$ cat src/rtl/epcc_pkg.sv
// Package for the Ethernet port control register block.
// Holds the request, command and state codes, the register bit masks and
// the word types that pass between the block's modules. No dependencies.
package epcc_pkg;

  // Bus request codes
  typedef enum logic [2:0] {
    REQ_READ     = 3'd0,
    REQ_WRITE    = 3'd1,
    REQ_WRITE_B  = 3'd2,
    REQ_INT_ACK  = 3'd3,
    REQ_STS_POST = 3'd4
  } req_e;

  // Register select (offset bits 2:1)
  typedef enum logic [1:0] {
    SEL_PCSR0 = 2'd0,
    SEL_PCSR1 = 2'd1,
    SEL_PCSR2 = 2'd2,
    SEL_PCSR3 = 2'd3
  } reg_sel_e;

  // Port commands held in PCSR0 bits 3:0
  typedef enum logic [3:0] {
    CMD_NOP        = 4'd0,
    CMD_LOAD_PCB   = 4'd1,
    CMD_GET_CMD    = 4'd2,
    CMD_SELF_TEST  = 4'd3,
    CMD_RUN        = 4'd4,
    CMD_ENTER_BOOT = 4'd5,
    CMD_POLL       = 4'd8,
    CMD_ENTER_HALT = 4'd14,
    CMD_END_RUN    = 4'd15
  } cmd_e;

  // Port state
  typedef enum logic [3:0] {
    PST_READY   = 4'd2,
    PST_RUNNING = 4'd3,
    PST_HALT    = 4'd8
  } port_state_e;

  // Strobe to the DMA engine
  typedef enum logic [1:0] {
    DMA_NONE    = 2'd0,
    DMA_POLL    = 2'd1,
    DMA_GET_CMD = 2'd2
  } dma_cmd_e;

  // Register masks
  localparam logic [15:0] AddrEvenMask    = 16'o177776;
  localparam logic [15:0] HighByteMask    = 16'hFF00;
  localparam logic [15:0] ByteShiftedMask = 16'o177400;
  localparam logic [15:0] CmdMask         = 16'o000017;
  localparam logic [1:0]  HighAddrMask    = 2'b11;
  localparam logic [15:0] RsetMask        = 16'o000040;
  localparam logic [15:0] IntrMask        = 16'o000200;
  localparam logic [15:0] InteMask        = 16'o000100;
  localparam logic [15:0] UsciMask        = 16'o000400;
  localparam logic [15:0] FatlMask        = 16'o001000;
  localparam logic [15:0] DniMask         = 16'o004000;
  localparam logic [15:0] PceiMask        = 16'o040000;

  // One bus request word
  typedef struct packed {
    logic [2:0]  req_type;
    logic [2:0]  reg_offset;
    logic [15:0] write_data;
  } item_t;

  // One result word
  typedef struct packed {
    logic [15:0] read_data;
    logic        irq_request;
    logic        irq_taken;
    logic [1:0]  dma_command;
    logic [17:0] pcb_base;
  } result_t;

endpackage

$ cat src/rtl/epcc_in_reg.sv
// Input register of the port control register block.
// Captures one request word and holds it until the register logic takes it.
// Depends on epcc_pkg.
module epcc_in_reg (
  input  logic            clk_i,
  input  logic            rst_ni,
  input  logic            in_valid_i,
  output logic            in_stall_o,
  input  epcc_pkg::item_t item_i,
  input  logic            advance_i,
  output logic            item_valid_o,
  output epcc_pkg::item_t item_o
);

  logic            valid_q, valid_d;
  epcc_pkg::item_t item_q;
  logic            accept;

  // Stall only while a held word cannot move on
  assign in_stall_o = valid_q && !advance_i;
  assign accept     = in_valid_i && !in_stall_o;

  always_comb begin
    valid_d = valid_q;
    if (accept) begin
      valid_d = 1'b1;
    end else if (advance_i) begin
      valid_d = 1'b0;
    end
  end

  always_ff @(posedge clk_i or negedge rst_ni) begin
    if (!rst_ni) begin
      valid_q <= 1'b0;
    end else begin
      valid_q <= valid_d;
    end
  end

  // Payload: no reset
  always_ff @(posedge clk_i) begin
    if (accept) begin
      item_q <= item_i;
    end
  end

  assign item_valid_o = valid_q;
  assign item_o       = item_q;

endmodule

$ cat src/rtl/epcc_csr.sv
// Port registers, port state, PCB base and interrupt latch, with the
// next-state logic for one request word. Depends on epcc_pkg.
module epcc_csr (
  input  logic              clk_i,
  input  logic              rst_ni,
  input  logic              cfg_we_i,
  input  logic              cfg_wdata_i,
  input  logic              fire_i,
  input  epcc_pkg::item_t   item_i,
  output epcc_pkg::result_t result_o
);

  typedef struct packed {
    logic [15:0]           status;
    epcc_pkg::port_state_e port_state;
    logic [15:0]           base_lo;
    logic [1:0]            base_hi;
    logic [17:0]           pcb;
    logic                  latch;
  } csr_st_t;

  typedef struct packed {
    csr_st_t            st;
    epcc_pkg::dma_cmd_e strobe;
  } wr_t;

  // State after a port reset
  function automatic csr_st_t reset_state();
    csr_st_t s;
    s.status     = epcc_pkg::DniMask;
    s.port_state = epcc_pkg::PST_READY;
    s.base_lo    = '0;
    s.base_hi    = '0;
    s.pcb        = '0;
    s.latch      = 1'b0;
    return s;
  endfunction

  // INTR mirrors any high status bit; latch = INTE and that
  function automatic csr_st_t refresh(csr_st_t s);
    logic any;
    any = |(s.status & epcc_pkg::HighByteMask);
    if (any) begin
      s.status = s.status | epcc_pkg::IntrMask;
    end else begin
      s.status = s.status & ~epcc_pkg::IntrMask;
    end
    s.latch = (|(s.status & epcc_pkg::InteMask)) && any;
    return s;
  endfunction

  function automatic logic [15:0] reg_read(csr_st_t s, epcc_pkg::reg_sel_e sel);
    logic [15:0] w;
    case (sel)
      epcc_pkg::SEL_PCSR0: w = s.status;
      epcc_pkg::SEL_PCSR1: w = {12'd0, s.port_state};
      epcc_pkg::SEL_PCSR2: w = s.base_lo;
      epcc_pkg::SEL_PCSR3: w = {14'd0, s.base_hi};
      default:             w = '0;
    endcase
    return w;
  endfunction

  // PCSR0 write: clear-on-one, port reset, enable toggle, else command
  function automatic wr_t write_csr0(csr_st_t s, logic [15:0] d);
    wr_t         r;
    logic [15:0] set;
    r.strobe = epcc_pkg::DMA_NONE;
    set      = '0;
    s.status = s.status & ~(d & epcc_pkg::HighByteMask);
    if (|(d & epcc_pkg::RsetMask)) begin
      s = refresh(reset_state());
    end else if (|((s.status ^ d) & epcc_pkg::InteMask)) begin
      s.status = (s.status ^ epcc_pkg::InteMask) | epcc_pkg::DniMask;
      s = refresh(s);
    end else begin
      s.status = (s.status & ~epcc_pkg::CmdMask) | (d & epcc_pkg::CmdMask);
      case (epcc_pkg::cmd_e'(s.status[3:0]))
        epcc_pkg::CMD_POLL: begin
          r.strobe = epcc_pkg::DMA_POLL;
          set      = epcc_pkg::DniMask;
        end
        epcc_pkg::CMD_GET_CMD: begin
          r.strobe = epcc_pkg::DMA_GET_CMD;
          set      = epcc_pkg::DniMask;
        end
        epcc_pkg::CMD_LOAD_PCB: begin
          s.pcb = {s.base_hi & epcc_pkg::HighAddrMask, s.base_lo & epcc_pkg::AddrEvenMask};
          set   = epcc_pkg::DniMask;
        end
        epcc_pkg::CMD_SELF_TEST: begin
          set          = epcc_pkg::DniMask;
          s.status     = s.status & ~(epcc_pkg::UsciMask | epcc_pkg::FatlMask);
          s.port_state = epcc_pkg::PST_READY;
        end
        epcc_pkg::CMD_RUN: begin
          if (s.port_state == epcc_pkg::PST_READY) begin
            s.port_state = epcc_pkg::PST_RUNNING;
            set          = epcc_pkg::DniMask;
          end else begin
            set = epcc_pkg::PceiMask;
          end
        end
        epcc_pkg::CMD_ENTER_HALT: begin
          if (s.port_state == epcc_pkg::PST_READY ||
              s.port_state == epcc_pkg::PST_RUNNING) begin
            s.port_state = epcc_pkg::PST_HALT;
            set          = epcc_pkg::DniMask;
          end else begin
            set = epcc_pkg::PceiMask;
          end
        end
        epcc_pkg::CMD_END_RUN: begin
          if (s.port_state == epcc_pkg::PST_RUNNING) begin
            s.port_state = epcc_pkg::PST_READY;
            set          = epcc_pkg::DniMask;
          end else begin
            set = epcc_pkg::PceiMask;
          end
        end
        epcc_pkg::CMD_ENTER_BOOT: set = epcc_pkg::PceiMask;
        epcc_pkg::CMD_NOP:        set = '0;
        default:                  set = epcc_pkg::DniMask;
      endcase
      s.status = s.status | set;
      s = refresh(s);
    end
    r.st = s;
    return r;
  endfunction

  function automatic wr_t reg_write(csr_st_t s, epcc_pkg::reg_sel_e sel,
                                    logic [15:0] w);
    wr_t r;
    r.st     = s;
    r.strobe = epcc_pkg::DMA_NONE;
    case (sel)
      epcc_pkg::SEL_PCSR0: r = write_csr0(s, w);
      epcc_pkg::SEL_PCSR1: r.st = s;
      epcc_pkg::SEL_PCSR2: r.st.base_lo = w & epcc_pkg::AddrEvenMask;
      epcc_pkg::SEL_PCSR3: r.st.base_hi = w[1:0] & epcc_pkg::HighAddrMask;
      default:             r.st = s;
    endcase
    return r;
  endfunction

  csr_st_t            st_q, st_d;
  logic               en_q;
  epcc_pkg::reg_sel_e sel;
  logic               lane_hi;
  logic [7:0]         b;
  logic [15:0]        merged;
  wr_t                wr;

  assign sel     = epcc_pkg::reg_sel_e'(item_i.reg_offset[2:1]);
  assign lane_hi = item_i.reg_offset[0];
  assign b       = item_i.write_data[7:0];

  // Next state and result for the held request word
  always_comb begin
    st_d     = st_q;
    merged   = reg_read(st_q, sel);
    wr.st    = st_q;
    wr.strobe = epcc_pkg::DMA_NONE;
    result_o = '0;
    case (epcc_pkg::req_e'(item_i.req_type))
      epcc_pkg::REQ_READ: begin
        if (en_q) begin
          result_o.read_data = reg_read(st_q, sel);
        end
      end
      epcc_pkg::REQ_WRITE: begin
        if (en_q) begin
          wr   = reg_write(st_q, sel, item_i.write_data);
          st_d = wr.st;
        end
      end
      epcc_pkg::REQ_WRITE_B: begin
        if (en_q) begin
          if (sel == epcc_pkg::SEL_PCSR0) begin
            if (lane_hi) begin
              st_d.status = st_q.status & ~({b, 8'd0} & epcc_pkg::ByteShiftedMask);
              st_d = refresh(st_d);
            end else begin
              wr   = write_csr0(st_q, {8'd0, b});
              st_d = wr.st;
            end
          end else begin
            if (lane_hi) begin
              merged = {b, merged[7:0]};
            end else begin
              merged = {merged[15:8], b};
            end
            wr   = reg_write(st_q, sel, merged);
            st_d = wr.st;
          end
        end
      end
      epcc_pkg::REQ_INT_ACK: begin
        if (en_q) begin
          st_d = refresh(st_q);
          if (st_d.latch) begin
            st_d.latch         = 1'b0;
            result_o.irq_taken = 1'b1;
          end
        end
      end
      epcc_pkg::REQ_STS_POST: begin
        st_d.status = st_q.status | (item_i.write_data & epcc_pkg::ByteShiftedMask);
        st_d = refresh(st_d);
      end
      default: st_d = st_q;
    endcase
    result_o.dma_command = wr.strobe;
    result_o.irq_request = st_d.latch;
    result_o.pcb_base    = st_d.pcb;
  end

  always_ff @(posedge clk_i or negedge rst_ni) begin
    if (!rst_ni) begin
      st_q <= reset_state();
      en_q <= 1'b0;
    end else begin
      if (fire_i) begin
        st_q <= st_d;
      end
      if (cfg_we_i) begin
        en_q <= cfg_wdata_i;
      end
    end
  end

endmodule

$ cat src/rtl/ethernet_port_csr_controller_core.sv
// Top level of the Ethernet port control register block.
// Instantiates epcc_in_reg and epcc_csr and holds the result register.
// Depends on epcc_pkg.
//
// Usage:
//   Request channel: in_valid_i / in_stall_o carry one bus request word
//   (req_type_i, reg_offset_i, write_data_i), taken at an edge with valid
//   high and stall low. Result channel: out_valid_o / out_stall_i carry one
//   result word per request (read_data_o, irq_request_o, irq_taken_o,
//   dma_command_o, pcb_base_o). dma_command_o is a one-word strobe.
//   Configuration: cfg_we_i writes cfg_wdata_i into the device enable bit;
//   write it only while no request is in flight.
//   A word taken into the input register is decoded there by the register
//   logic, and its result word is then captured in the result register.
//   Throughput is one word per cycle while out_stall_i stays low; the
//   register logic between the two register stages is single-pass.
//   Reset puts the port in the ready state with only the done bit set, clears
//   the PCB base, the interrupt latch and the device enable, and empties
//   both register stages. While the receiver stalls the result word holds;
//   one more request is taken into the input register, then in_stall_o rises.
module ethernet_port_csr_controller_core (
  input  logic        clk_i,
  input  logic        rst_ni,
  input  logic        cfg_we_i,
  input  logic        cfg_wdata_i,
  input  logic        in_valid_i,
  output logic        in_stall_o,
  input  logic [2:0]  req_type_i,
  input  logic [2:0]  reg_offset_i,
  input  logic [15:0] write_data_i,
  output logic        out_valid_o,
  input  logic        out_stall_i,
  output logic [15:0] read_data_o,
  output logic        irq_request_o,
  output logic        irq_taken_o,
  output logic [1:0]  dma_command_o,
  output logic [17:0] pcb_base_o
);

  epcc_pkg::item_t   in_item;
  epcc_pkg::item_t   held_item;
  epcc_pkg::result_t result;
  epcc_pkg::result_t res_q;
  logic              held_valid;
  logic              advance;
  logic              out_valid_q, out_valid_d;

  assign in_item.req_type   = req_type_i;
  assign in_item.reg_offset = reg_offset_i;
  assign in_item.write_data = write_data_i;

  // Held word moves on when the result register is free or being emptied
  assign advance = held_valid && (!out_valid_q || !out_stall_i);

  epcc_in_reg u_in_reg (
    .clk_i        (clk_i),
    .rst_ni       (rst_ni),
    .in_valid_i   (in_valid_i),
    .in_stall_o   (in_stall_o),
    .item_i       (in_item),
    .advance_i    (advance),
    .item_valid_o (held_valid),
    .item_o       (held_item)
  );

  epcc_csr u_csr (
    .clk_i       (clk_i),
    .rst_ni      (rst_ni),
    .cfg_we_i    (cfg_we_i),
    .cfg_wdata_i (cfg_wdata_i),
    .fire_i      (advance),
    .item_i      (held_item),
    .result_o    (result)
  );

  // Result register
  always_comb begin
    out_valid_d = out_valid_q;
    if (advance) begin
      out_valid_d = 1'b1;
    end else if (!out_stall_i) begin
      out_valid_d = 1'b0;
    end
  end

  always_ff @(posedge clk_i or negedge rst_ni) begin
    if (!rst_ni) begin
      out_valid_q <= 1'b0;
    end else begin
      out_valid_q <= out_valid_d;
    end
  end

  always_ff @(posedge clk_i) begin
    if (advance) begin
      res_q <= result;
    end
  end

  assign out_valid_o   = out_valid_q;
  assign read_data_o   = res_q.read_data;
  assign irq_request_o = res_q.irq_request;
  assign irq_taken_o   = res_q.irq_taken;
  assign dma_command_o = res_q.dma_command;
  assign pcb_base_o    = res_q.pcb_base;

endmodule

$ cat config.mk
export PLATFORM = sky130hd
export DESIGN_NAME = ethernet_port_csr_controller_core
export DESIGN_NICKNAME = d
export VERILOG_FILES = /design/src/rtl/epcc_pkg.sv /design/src/rtl/epcc_in_reg.sv /design/src/rtl/epcc_csr.sv /design/src/rtl/ethernet_port_csr_controller_core.sv
export SDC_FILE = /design/constraint.sdc
export NUM_CORES = 1
export LEC_CHECK = 0
export BUFFER_PORTS_ARGS = -buffer_cell sky130_fd_sc_hd__buf_2
export CAP_MARGIN = 20
export CORE_UTILIZATION = 53
export CTS_CLUSTER_SIZE = 40
export DETAILED_ROUTE_END_ITERATION = 8
export GPL_TIMING_DRIVEN = 1
export PLACE_DENSITY = 0.75
export SLEW_MARGIN = 20
export SYNTH_ARGS = -nofsm -noshare
export SYNTH_HDL_FRONTEND = slang
export SYNTH_SLANG_ARGS = --single-unit
$ cat constraint.sdc
create_clock -name clk_i -period 2.49 [get_ports clk_i]
set_clock_uncertainty 0.05 [all_clocks]
set_input_delay 0.3735 -clock clk_i [delete_from_list [all_inputs] [get_ports clk_i]]
set_output_delay 0.3735 -clock clk_i [all_outputs]
set_load 0.05 [all_outputs]
==> results of run 1 <==
-- metal layers --
layer / vias up / GRT usage (%)
met3: 58 / 5.96
met5: - / 0
li1: 2168 / -
met1: 2291 / 37.1
met2: 267 / 47.4
met4: 0 / 16.1
-- through the flow --
| stage | power [mW] | setup TNS, ps | util (%) | setup WS (ps) | hold WS [ps] |
|---|---|---|---|---|---|
| 6_report | 5.39 | 0 | 68.8 | 84.8 | 33.3 |
| 5_1_grt | 5.56 | -10.8 | 68.8 | -9.26 | 14.4 |
| 4_1_cts | 5.37 | 0 | 68.1 | 28.3 | 20.2 |
| 3_5_place_dp | 3.12 | 0 | 60.9 | 52.8 | 299 |
| 3_3_place_gp | 3.11 | 0 | 60.9 | 77.3 | 295 |
| 2_1_floorplan | 2.85 | 0 | - | 87.7 | 27.9 |
-- placed cells by master, fill, tap and decap left out, types with 11 or more instances in the layout --
cell type,Yosys,final
inv_1,18,18
a22o_1,43,43
clkbuf_16,0,16
buf_4,1,46
dlygate4sd3_1,0,24
nand2_1,30,30
dfrtp_1,57,56
o21ai_0,19,19
edfxtp_1,60,60
a21oi_1,17,16
buf_2,8,67
nand2b_1,16,16
a22oi_1,16,16
and2_1,11,11
nor2_1,41,41
-- worst min path at each step --
stage                      from                        end
floorplan                rst_ni    out_valid_o$_DFFE_PN0P_
finish              cfg_wdata_i     u_csr.en_q$_DFFE_PN0P_
detailed placement       rst_ni  u_csr.st_q[6]$_DFFE_PN0P_
global placement         rst_ni  u_csr.st_q[4]$_DFFE_PN0P_
CTS                 cfg_wdata_i     u_csr.en_q$_DFFE_PN0P_
global route        cfg_wdata_i     u_csr.en_q$_DFFE_PN0P_
-- cell type report --
class                      instances  share of cell area (%)
clock buffer                      21                    5.91
clock inverter                    11                    1.36
inverter                          19                    1.15
multi-input combinational        334                    32.1
sequential                       119                    44.2
tap                              140                    2.36
timing repair buffer             139                    12.9
-- cell usage after synthesis, types with 3 or more instances --
| library cell | instances |
|---|---|
| a21o_1 | 5 |
| a21oi_1 | 17 |
| a22o_1 | 43 |
| a22oi_1 | 16 |
| a32o_1 | 4 |
| and2_1 | 11 |
| and3_1 | 3 |
| and3b_1 | 3 |
| buf_2 | 8 |
| buf_6 | 3 |
| clkbuf_1 | 14 |
| dfrtp_1 | 57 |
| edfxtp_1 | 60 |
| ha_1 | 4 |
| inv_1 | 18 |
| mux2_1 | 8 |
| mux2_2 | 5 |
| mux2i_1 | 8 |
| nand2_1 | 30 |
| nand2b_1 | 16 |
| nand3_1 | 8 |
| nand3b_1 | 4 |
| nand4_1 | 3 |
| nor2_1 | 41 |
| nor2b_1 | 4 |
| nor3_1 | 8 |
| nor4_1 | 6 |
| o2111ai_1 | 4 |
| o21ai_0 | 19 |
| o221ai_1 | 6 |
| o22ai_1 | 5 |
-- power by group --
part	switching (mW)	internal, mW	leakage, nW
combinational	0.486	0.273	1.45
sequential	0.170	2.23	1.38
clock	0.893	1.35	0.254
-- flip-flops by register name, summed over array words and instances, names as in the netlist --
signal and flops:
u_csr.st_q 56, u_csr.en_q 1, read_data_o 16, u_in_reg.item_valid_o 1
u_in_reg.item_o 22, pcb_base_o 18, dma_command_o 2, out_valid_o 1
irq_taken_o 1, irq_request_o 1
-- cells by family after synthesis --
kind of cell | after synthesis | share of synthesized area, %
AO/OA/AOI/OAI | 146 | 19.3
flip-flops | 119 | 56.0
multiplexers | 21 | 3.86
AND/OR/NAND/NOR | 158 | 15.3
adder cells (fa/ha/maj) | 4 | 0.854
XOR/XNOR | 5 | 0.875
buffers and inverters | 48 | 3.88
-- timing repair --
item                                    in CTS  in global routing
hold endpoints to repair                    42                  0
buffers inserted                             0                  4
resized for setup                            0                  4
hold buffers                                24                  0
endpoints found under the setup margin       0                 12
==> out/summary.txt, run 1 <==
Initial core utilization -> 54.3%
Worst vdd ir -> 0.000346 V
Reg-to-Reg End -> u_csr.st_q[31]$_DFFE_PN0P_
Worst-case reg-to-reg path depth -> 7
Post-route cell area -> 7430 µm²
Status -> completed
Mapped Area -> 5860 µm²
Remaining global-route overflow -> 0
Syn nets -> 533
Fillers -> 777
Area fraction of the dominant cell type after synthesis -> 30.7%
Area occupied by multi-input gates -> 2380 µm²
N_diodes -> 0
Final hold vios -> 0
Core Rows -> 38
Cell count after synthesis -> 501
Crit-path cells -> nor2b_1 -> nand3_1 -> nor4b_4 -> o21ai_2 -> a31oi_4 -> buf_12 -> mux2_1
Reg2Reg Launch Point -> u_in_reg.item_o[21]$_DFFE_PP_
Number of cells on the critical path -> 7
Num CTS Buffers -> 17
Pre-Repair DR Iteration Count -> 5
Power per standard cell area -> 726 nW/µm²
Clock transition at the registers of the reported paths -> 60 ps
Reg area -> 3280 µm²
Yosys warnings -> 0
Hold WC Path Type -> in2reg
Cell area after placement -> 6570 µm²
Endpoints failing setup -> 0
Hold path depth -> 2
Final net count -> 662
Tightest Pin Transition -> 591 ps
Slowest CP cell -> edfxtp_1
Hpwl dp -> 11100 µm
Pin count of the biggest net entering global routing -> 41
Unique masters post-synth -> 78
Vias/cell -> 6.11
Setup crit end -> u_csr.st_q[31]$_DFFE_PN0P_
CTS tree -> done
DRT antenna net count -> 0
Crit path launch type -> flop
Largest cells by area after synthesis -> edfxtp_1 (31%), dfrtp_1 (24%), a22o_1 (6.4%), nor2_1 (2.6%), a22oi_1 (2.0%)
Shortest period the worst path allows -> 2410 ps
Final period util -> 96.6%
GRT Util Overall -> 29.4%
Clock Latency Late Sink -> 530 ps
Residual DRC -> 0
Cell Count, Final, Fillers Out -> 783
Main synth FF type -> edfxtp_1
Wire length on met1 -> 6350 µm
Area of the die -> 11500 µm²
Clock sinks -> 119
Final WL -> 15800 µm
Maxcap violations -> 0
Initial antenna violation count -> 0
RD Place Congestion -> 1.00
Sequential area share after synthesis -> 56.0%
WL/cell -> 20.1 µm
CP required -> 2850 ps
Setup crit end kind -> flop
Starting DRT DRC Count -> 386
Synthesized area per cell -> 11.7 µm²
Largest area contributor in the synthesized netlist -> edfxtp_1
Crit Path Max Fanout -> 12
DR WL met3 -> 1190 µm
Layout area overhead -> 26.7%
CTS Buffer Depth -> 2
Root buffer cell -> clkbuf_8
Max incr delay on CP -> 610 ps
Die width -> 107 µm
Worst rel slew slack -> 60.1%
Dominant delay contributor by cell family on the critical path -> simple AND/OR/NAND/NOR gates
CP bufs+invs -> 1
Via count -> 4784
Vias in the first global route -> 4691
Core Box Area -> 10800 µm²
I/O pin cnt -> 68
PortBufs -> 67
Worst Setup SP -> u_in_reg.item_o[21]$_DFFE_PP_
First-pass GRT wire length -> 24900 µm
Die Span Y -> 107 µm
Dpl cells -> 723
Routed wl met2 -> 7590 µm
Max Fclk -> 416 MHz
Pins Over Slew Limit -> 0
Flops & latches, synth -> 119
Maximum level of the CTS H-tree -> 4
LEAKAGE -> 3.09 nW
Critical path class -> reg2reg
Asr flop ratio synth -> 49.6%
CP arrival -> 2760 ps
Post-synth EDFFs -> 60
Max layer used -> met4
R2R Setup Slk -> 80 ps
Share of cells above drive strength 1 -> 27.2%
(Power assumes the default switching activity.)
==> inputs of run 2 (changes only) <==
--- a/config.mk
+++ b/config.mk
@@ -7,11 +7,13 @@
 export LEC_CHECK = 0
 export BUFFER_PORTS_ARGS = -buffer_cell sky130_fd_sc_hd__buf_2
 export CAP_MARGIN = 20
-export CORE_UTILIZATION = 53
+export CORE_UTILIZATION = 55
+export CTS_BUF_LIST = sky130_fd_sc_hd__clkbuf_8
 export CTS_CLUSTER_SIZE = 40
 export DETAILED_ROUTE_END_ITERATION = 8
 export GPL_TIMING_DRIVEN = 1
-export PLACE_DENSITY = 0.75
+export PLACE_DENSITY = 0.78
+export RECOVER_POWER = 100
 export SLEW_MARGIN = 20
 export SYNTH_ARGS = -nofsm -noshare
 export SYNTH_HDL_FRONTEND = slang
==> run 2 against run 1 <==
  * Total power down 9.3%
  * Wire length decreased by 0.41%
  * Non-clock buffer count decreased by 15
  * Largest power group unchanged
==> out/summary.txt, run 2 (same netlist as run 1, synthesis figures left out) <==
Pre-Repair DR Iteration Count -> 5
Sequential power share -> 48.7%
Hold WC Path Type -> in2reg
RSZ-0062 raised after global routing -> yes
Internal power -> 3.45 mW
GR Layer Usage met1 -> 40.3%
I/O pin cnt -> 68
Clock sinks -> 119
Hpwl dp -> 11600 µm
LEAKAGE -> 2.82 nW
CP arrival -> 2540 ps
Comb pwr share -> 15.4%
Initial core utilization -> 56.8%
CP required -> 2620 ps
CTS Buffer Depth -> 2
Residual DRC -> 0
Switching pwr -> 1.44 mW
Core Box Area -> 10300 µm²
Final WL -> 15700 µm
RD Place Congestion -> 0.963
Maxcap violations -> 0
Dpl cells -> 727
Initial antenna violation count -> 0
DRT antenna net count -> 0
CP bufs+invs -> 0
Power per standard cell area -> 698 nW/µm²
Met3 global-route usage -> 4.89%
Clock Latency Late Sink -> 440 ps
Vias in the first global route -> 4542
Worst Setup SP -> u_csr.st_q[38]$_DFFE_PN1P_
CTS tree -> done
Largest Register -> u_csr.st_q
Most common library cell in the layout ignoring fill and taps -> edfxtp_1
Crit path launch type -> flop
Starting DRT DRC Count -> 445
WL/cell -> 20.6 µm
Max Fclk -> 415 MHz
Setup crit end -> irq_request_o$_DFFE_PP_
Core Util, Final -> 67.8%
Reg2Reg Launch Point -> u_csr.st_q[38]$_DFFE_PN1P_
Final net count -> 647
Clock power frac -> 35.9%
Layout area overhead -> 19.5%
Tightest Pin Transition -> 961 ps
Pin count of the biggest net entering global routing -> 46
Cell Count, Final, Fillers Out -> 764
Switching Share -> 29.5%
Crit Path Max Fanout -> 2
Area of the die -> 11100 µm²
Dominant delay contributor by cell family on the critical path -> compound AO/OA/AOI/OAI gates
Status -> completed
Worst vdd ir -> 0.000375 V
Share of cells above drive strength 1 -> 21.7%
Largest register FFs -> 56
Worst-case reg-to-reg path depth -> 6
Die Span Y -> 105 µm
Pins Over Slew Limit -> 0
Shortest period the worst path allows -> 2410 ps
Reg-to-Reg End -> irq_request_o$_DFFE_PP_
Final hold vios -> 0
Hold path depth -> 1
Critical path class -> reg2reg
Core Rows -> 37
R2R Setup Slk -> 80 ps
Die width -> 105 µm
Maximum level of the CTS H-tree -> 4
Via count -> 4764
Root buffer cell -> clkbuf_8
Num CTS Buffers -> 17
Crit-path cells -> or3b_1 -> o31a_1 -> a2111oi_4 -> nand2_1 -> a41oi_2 -> o221ai_1
M2 GR Usage -> 47.0%
Vias/cell -> 6.24
Slowest CP cell -> dfstp_2
Worst rel slew slack -> 35.9%
GRT Util Overall -> 30.1%
Endpoints failing setup -> 0
PortBufs -> 67
Clock transition at the registers of the reported paths -> 70 ps
Busiest grt layer -> met2
Remaining global-route overflow -> 0
First-pass GRT wire length -> 24800 µm
Final period util -> 96.8%
N_diodes -> 0
Max incr delay on CP -> 540 ps
Commonest non-fill, non-tap cells in the layout -> edfxtp_1 (60), dfrtp_1 (56), buf_4 (50)
Setup crit end kind -> flop
Number of cells on the critical path -> 6
==> run 2: cell count changes in the layout (fill, tap and decap cells not counted), sizes merged <==
cell	change
clkbuf	+41
buf	-37
dlygate4sd3	-23
inv	+3
clkinv	+2
clkinvlp	-2
bufinv	+1
==> run 2: what timing repair did <==
item,in CTS,in global routing
pin swaps,0,2
hold buffers,1,0
endpoints found under the hold margin,13,0
setup buffers,0,4
gates resized for setup,1,2
endpoints found under the setup margin,1,10
==> run 2: layer usage <==
metal | wire [µm] | vias to the layer above
met2 | 7500 | 272
met1 | 6370 | 2295
li1 | - | 2141
met3 | 1070 | 56
met4 | 770 | 0
met5 | 0 | -
==> run 2: worst min path at each step <==
stage | startpoint | end | slack, ps
2_1_floorplan | rst_ni | out_valid_o$_DFFE_PN0P_ | 30
3_3_place_gp | rst_ni | u_csr.st_q[11]$_DFFE_PN0P_ | 270
3_5_place_dp | rst_ni | u_csr.st_q[11]$_DFFE_PN0P_ | 270
4_1_cts | write_data_i[4] | u_in_reg.item_o[4]$_DFFE_PP_ | 50
5_1_grt | req_type_i[0] | u_in_reg.item_o[19]$_DFFE_PP_ | 40
6_report | write_data_i[4] | u_in_reg.item_o[4]$_DFFE_PP_ | 50
==> run 2: through the flow <==
step / power, mW / setup TNS, ps / hold slack, ps / instance area (µm²) / setup slack, ps
after global placement: 3.14 / 0 / 266 / 6630 / 85.0
after CTS: 4.89 / 0 / 47.3 / 7040 / 25.2
after detailed placement: 3.16 / -3.19 / 269 / 6630 / -3.19
after global routing: 5.04 / -146 / 43.7 / 7000 / -48.8
after floorplan: 2.85 / 0 / 27.9 / 5880 / 87.7
final: 4.89 / 0 / 51.3 / 7000 / 79.5
==> run 2: power groups by stage <==
stage / Clock (mW) / Sequential, mW / Combinational (mW)
finish: 1.76 / 2.38 / 0.752
CTS: 1.77 / 2.37 / 0.749
global placement: 0 / 2.41 / 0.736
detailed placement: 0 / 2.41 / 0.742
global route: 1.84 / 2.40 / 0.801
floorplan: 0 / 2.50 / 0.355
==> run 2: layout make-up <==
type / count / area (µm²)
well taps: 136 / 170
clock buffers: 17 / 234
repair buffers: 124 / 726
fillers: 807 / 3320
clock inverters: 15 / 164
flip-flops and latches: 119 / 3280
inverters: 19 / 72.6
multi-input cells: 334 / 2350
==> inputs of run 3 (changes only) <==
--- a/config.mk
+++ b/config.mk
@@ -7,12 +7,12 @@
 export LEC_CHECK = 0
 export BUFFER_PORTS_ARGS = -buffer_cell sky130_fd_sc_hd__buf_2
 export CAP_MARGIN = 20
-export CORE_UTILIZATION = 55
+export CORE_UTILIZATION = 50
 export CTS_BUF_LIST = sky130_fd_sc_hd__clkbuf_8
 export CTS_CLUSTER_SIZE = 40
 export DETAILED_ROUTE_END_ITERATION = 8
 export GPL_TIMING_DRIVEN = 1
-export PLACE_DENSITY = 0.78
+export PLACE_DENSITY = 0.72
 export RECOVER_POWER = 100
 export SLEW_MARGIN = 20
 export SYNTH_ARGS = -nofsm -noshare
==> run 3 against run 2 <==
  * Sequential power barely moved
  * First-iteration DRC count fell by 28%
  * Clock power fell by 9.7%
  * Largest cell class unchanged
  * Count of clock-buffer cells in the layout rose by 1
  * Critical path type unchanged
  * Final area fell by 1.6%
  * Critical path depth did not move
  * The run now ends with capacitance limit, slew limit left
==> out/summary.txt, run 3 (same netlist as run 1, synthesis figures left out) <==
Clock power frac -> 33.9%
Starting DRT DRC Count -> 319
Die Span Y -> 110 µm
Comb pwr share -> 15.3%
Final hold vios -> 0
Maxcap violations -> 1
Pins Over Slew Limit -> 30
Post-route cell area -> 6890 µm²
Core Box Area -> 11400 µm²
Commonest non-fill, non-tap cells in the layout -> edfxtp_1 (60), dfrtp_1 (56), clkbuf_1 (47)
Reg area -> 3280 µm²
Clock sinks -> 119
Power per standard cell area -> 682 nW/µm²
Area occupied by multi-input gates -> 2340 µm²
Sequential power share -> 50.8%
Maximum level of the CTS H-tree -> 4
LEAKAGE -> 2.75 nW
Num CTS Buffers -> 17
RD Place Congestion -> 0.957
Setup crit end kind -> flop
Initial antenna violation count -> 0
Die width -> 110 µm
Area of the die -> 12200 µm²
Endpoints failing setup -> 0
Root buffer cell -> clkbuf_8
Hold WC Path Type -> in2reg
Residual DRC -> 0
Cell area after placement -> 6600 µm²
RSZ-0062 raised after global routing -> no
First-pass GRT wire length -> 24300 µm
Status -> finished, violations left
Max Fclk -> 414 MHz
CP arrival -> 2520 ps
CTS tree -> done
Vias in the first global route -> 4482
DRT antenna net count -> 0
Switching pwr -> 1.44 mW
I/O pin cnt -> 68
Crit Path Max Fanout -> 2
Pre-Repair DR Iteration Count -> 5
PortBufs -> 67
CTS Buffer Depth -> 2
Most common library cell in the layout ignoring fill and taps -> edfxtp_1
Setup TNS Final -> 0 ps
Initial core utilization -> 51.3%
Tightest Pin Transition -> 1650 ps
WL/cell -> 20.4 µm
Failing checks -> capacitance limit, slew limit
Vias/cell -> 6.08
Crit path launch type -> flop
Clock Latency Late Sink -> 430 ps
GRT Util Overall -> 27.7%
Final WL -> 15600 µm
Core Rows -> 39
CP required -> 2600 ps
Layout area overhead -> 17.6%
Core Util, Final -> 60.4%
Final net count -> 642
N_diodes -> 0
Hpwl dp -> 11700 µm
Largest Register -> u_csr.st_q
Critical path class -> reg2reg
Remaining global-route overflow -> 0
Via count -> 4651
Clock transition at the registers of the reported paths -> 80 ps
Internal power -> 3.26 mW
Switching Share -> 30.7%
Share of cells above drive strength 1 -> 20.7%
Largest register FFs -> 56
Shortest period the worst path allows -> 2410 ps
Pin count of the biggest net entering global routing -> 39
Final period util -> 97.0%
Worst vdd ir -> 0.000364 V
Fillers -> 987
Worst rel slew slack -> -9.84%
==> run 3: changes by cell type in the layout (fill, tap and decap cells not counted), sizes merged <==
cell	before	now
buf	78	66
clkinvlp	2	3
inv	22	21
bufinv	3	2
clkbuf	62	70
clkinv	7	6
==> run 3: worst max-delay path: stages, from the launching register on <==
cell and delay (ps):
dfstp_2 530, or3b_1 360, o31a_1 280, a2111oi_2 430
nand2_1 130, a41oi_2 210, o221ai_1 150
==> run 3: area by class of cell <==
| cell class | instances | area share (%) |
|---|---|---|
| multi-input cells | 334 | 34.0 |
| inverters | 19 | 1.23 |
| flip-flops and latches | 119 | 47.6 |
| well taps | 143 | 2.60 |
| clock buffers | 18 | 3.59 |
| repair buffers | 119 | 9.39 |
| clock inverters | 13 | 1.54 |
==> run 3: final timing paths <==
| path | cells past startpoint | slack (ps) | end | startpoint |
|---|---|---|---|---|
| max | 6 | 80 | irq_request_o$_DFFE_PP_ | u_csr.st_q[38]$_DFFE_PN1P_ |
| min | 1 | 60 | u_in_reg.item_o[15]$_DFFE_PP_ | write_data_i[15] |
| max in group asynchronous | 3 | 450 | u_csr.st_q[52]$_DFFE_PN1P_ | rst_ni |
| min in group asynchronous | 2 | 860 | u_csr.st_q[37]$_DFFE_PN0P_ | rst_ni |
| min reg2reg | 2 | 430 | u_csr.st_q[42]$_DFFE_PN0P_ | u_csr.st_q[42]$_DFFE_PN0P_ |
| max reg2reg | 6 | 80 | irq_request_o$_DFFE_PP_ | u_csr.st_q[38]$_DFFE_PN1P_ |
==> run 3: per-layer routing <==
metal	routed length [µm]	global-route usage (%)	vias to the layer above
li1	-	-	2125
met1	6630	35.7	2252
met2	7240	43.1	228
met3	920	5.35	46
met4	809	17.5	0
met5	0	0	-
==> run 3: what timing repair did <==
item | 4_1_cts | 5_1_grt
hold buffers | 1 | 0
hold endpoints to repair | 26 | 0
setup endpoints to repair | 1 | 9
resized for setup | 1 | 2
buffers inserted | 0 | 3
pin swaps | 0 | 2
==> run 3: power groups by stage <==
stage                     sequential (mW)  combinational [mW]  clock (mW)
after floorplan                      2.50               0.355           0
after global placement               2.41               0.717           0
after detailed placement             2.42               0.724           0
after CTS                            2.38               0.729        1.62
after global routing                 2.40               0.774        1.71
final                                2.39               0.719        1.59
==> run 3: metrics by stage <==
stage                     power, mW  hold slack (ps)  cells  setup slack (ps)
final                          4.70             59.9    765              75.6
after global routing           4.88             41.2    765              9.34
after CTS                      4.73             35.8    762              50.1
after detailed placement       3.14              392    730              16.4
after global placement         3.13              377    730              43.4
after floorplan                2.85             27.9    501              87.7
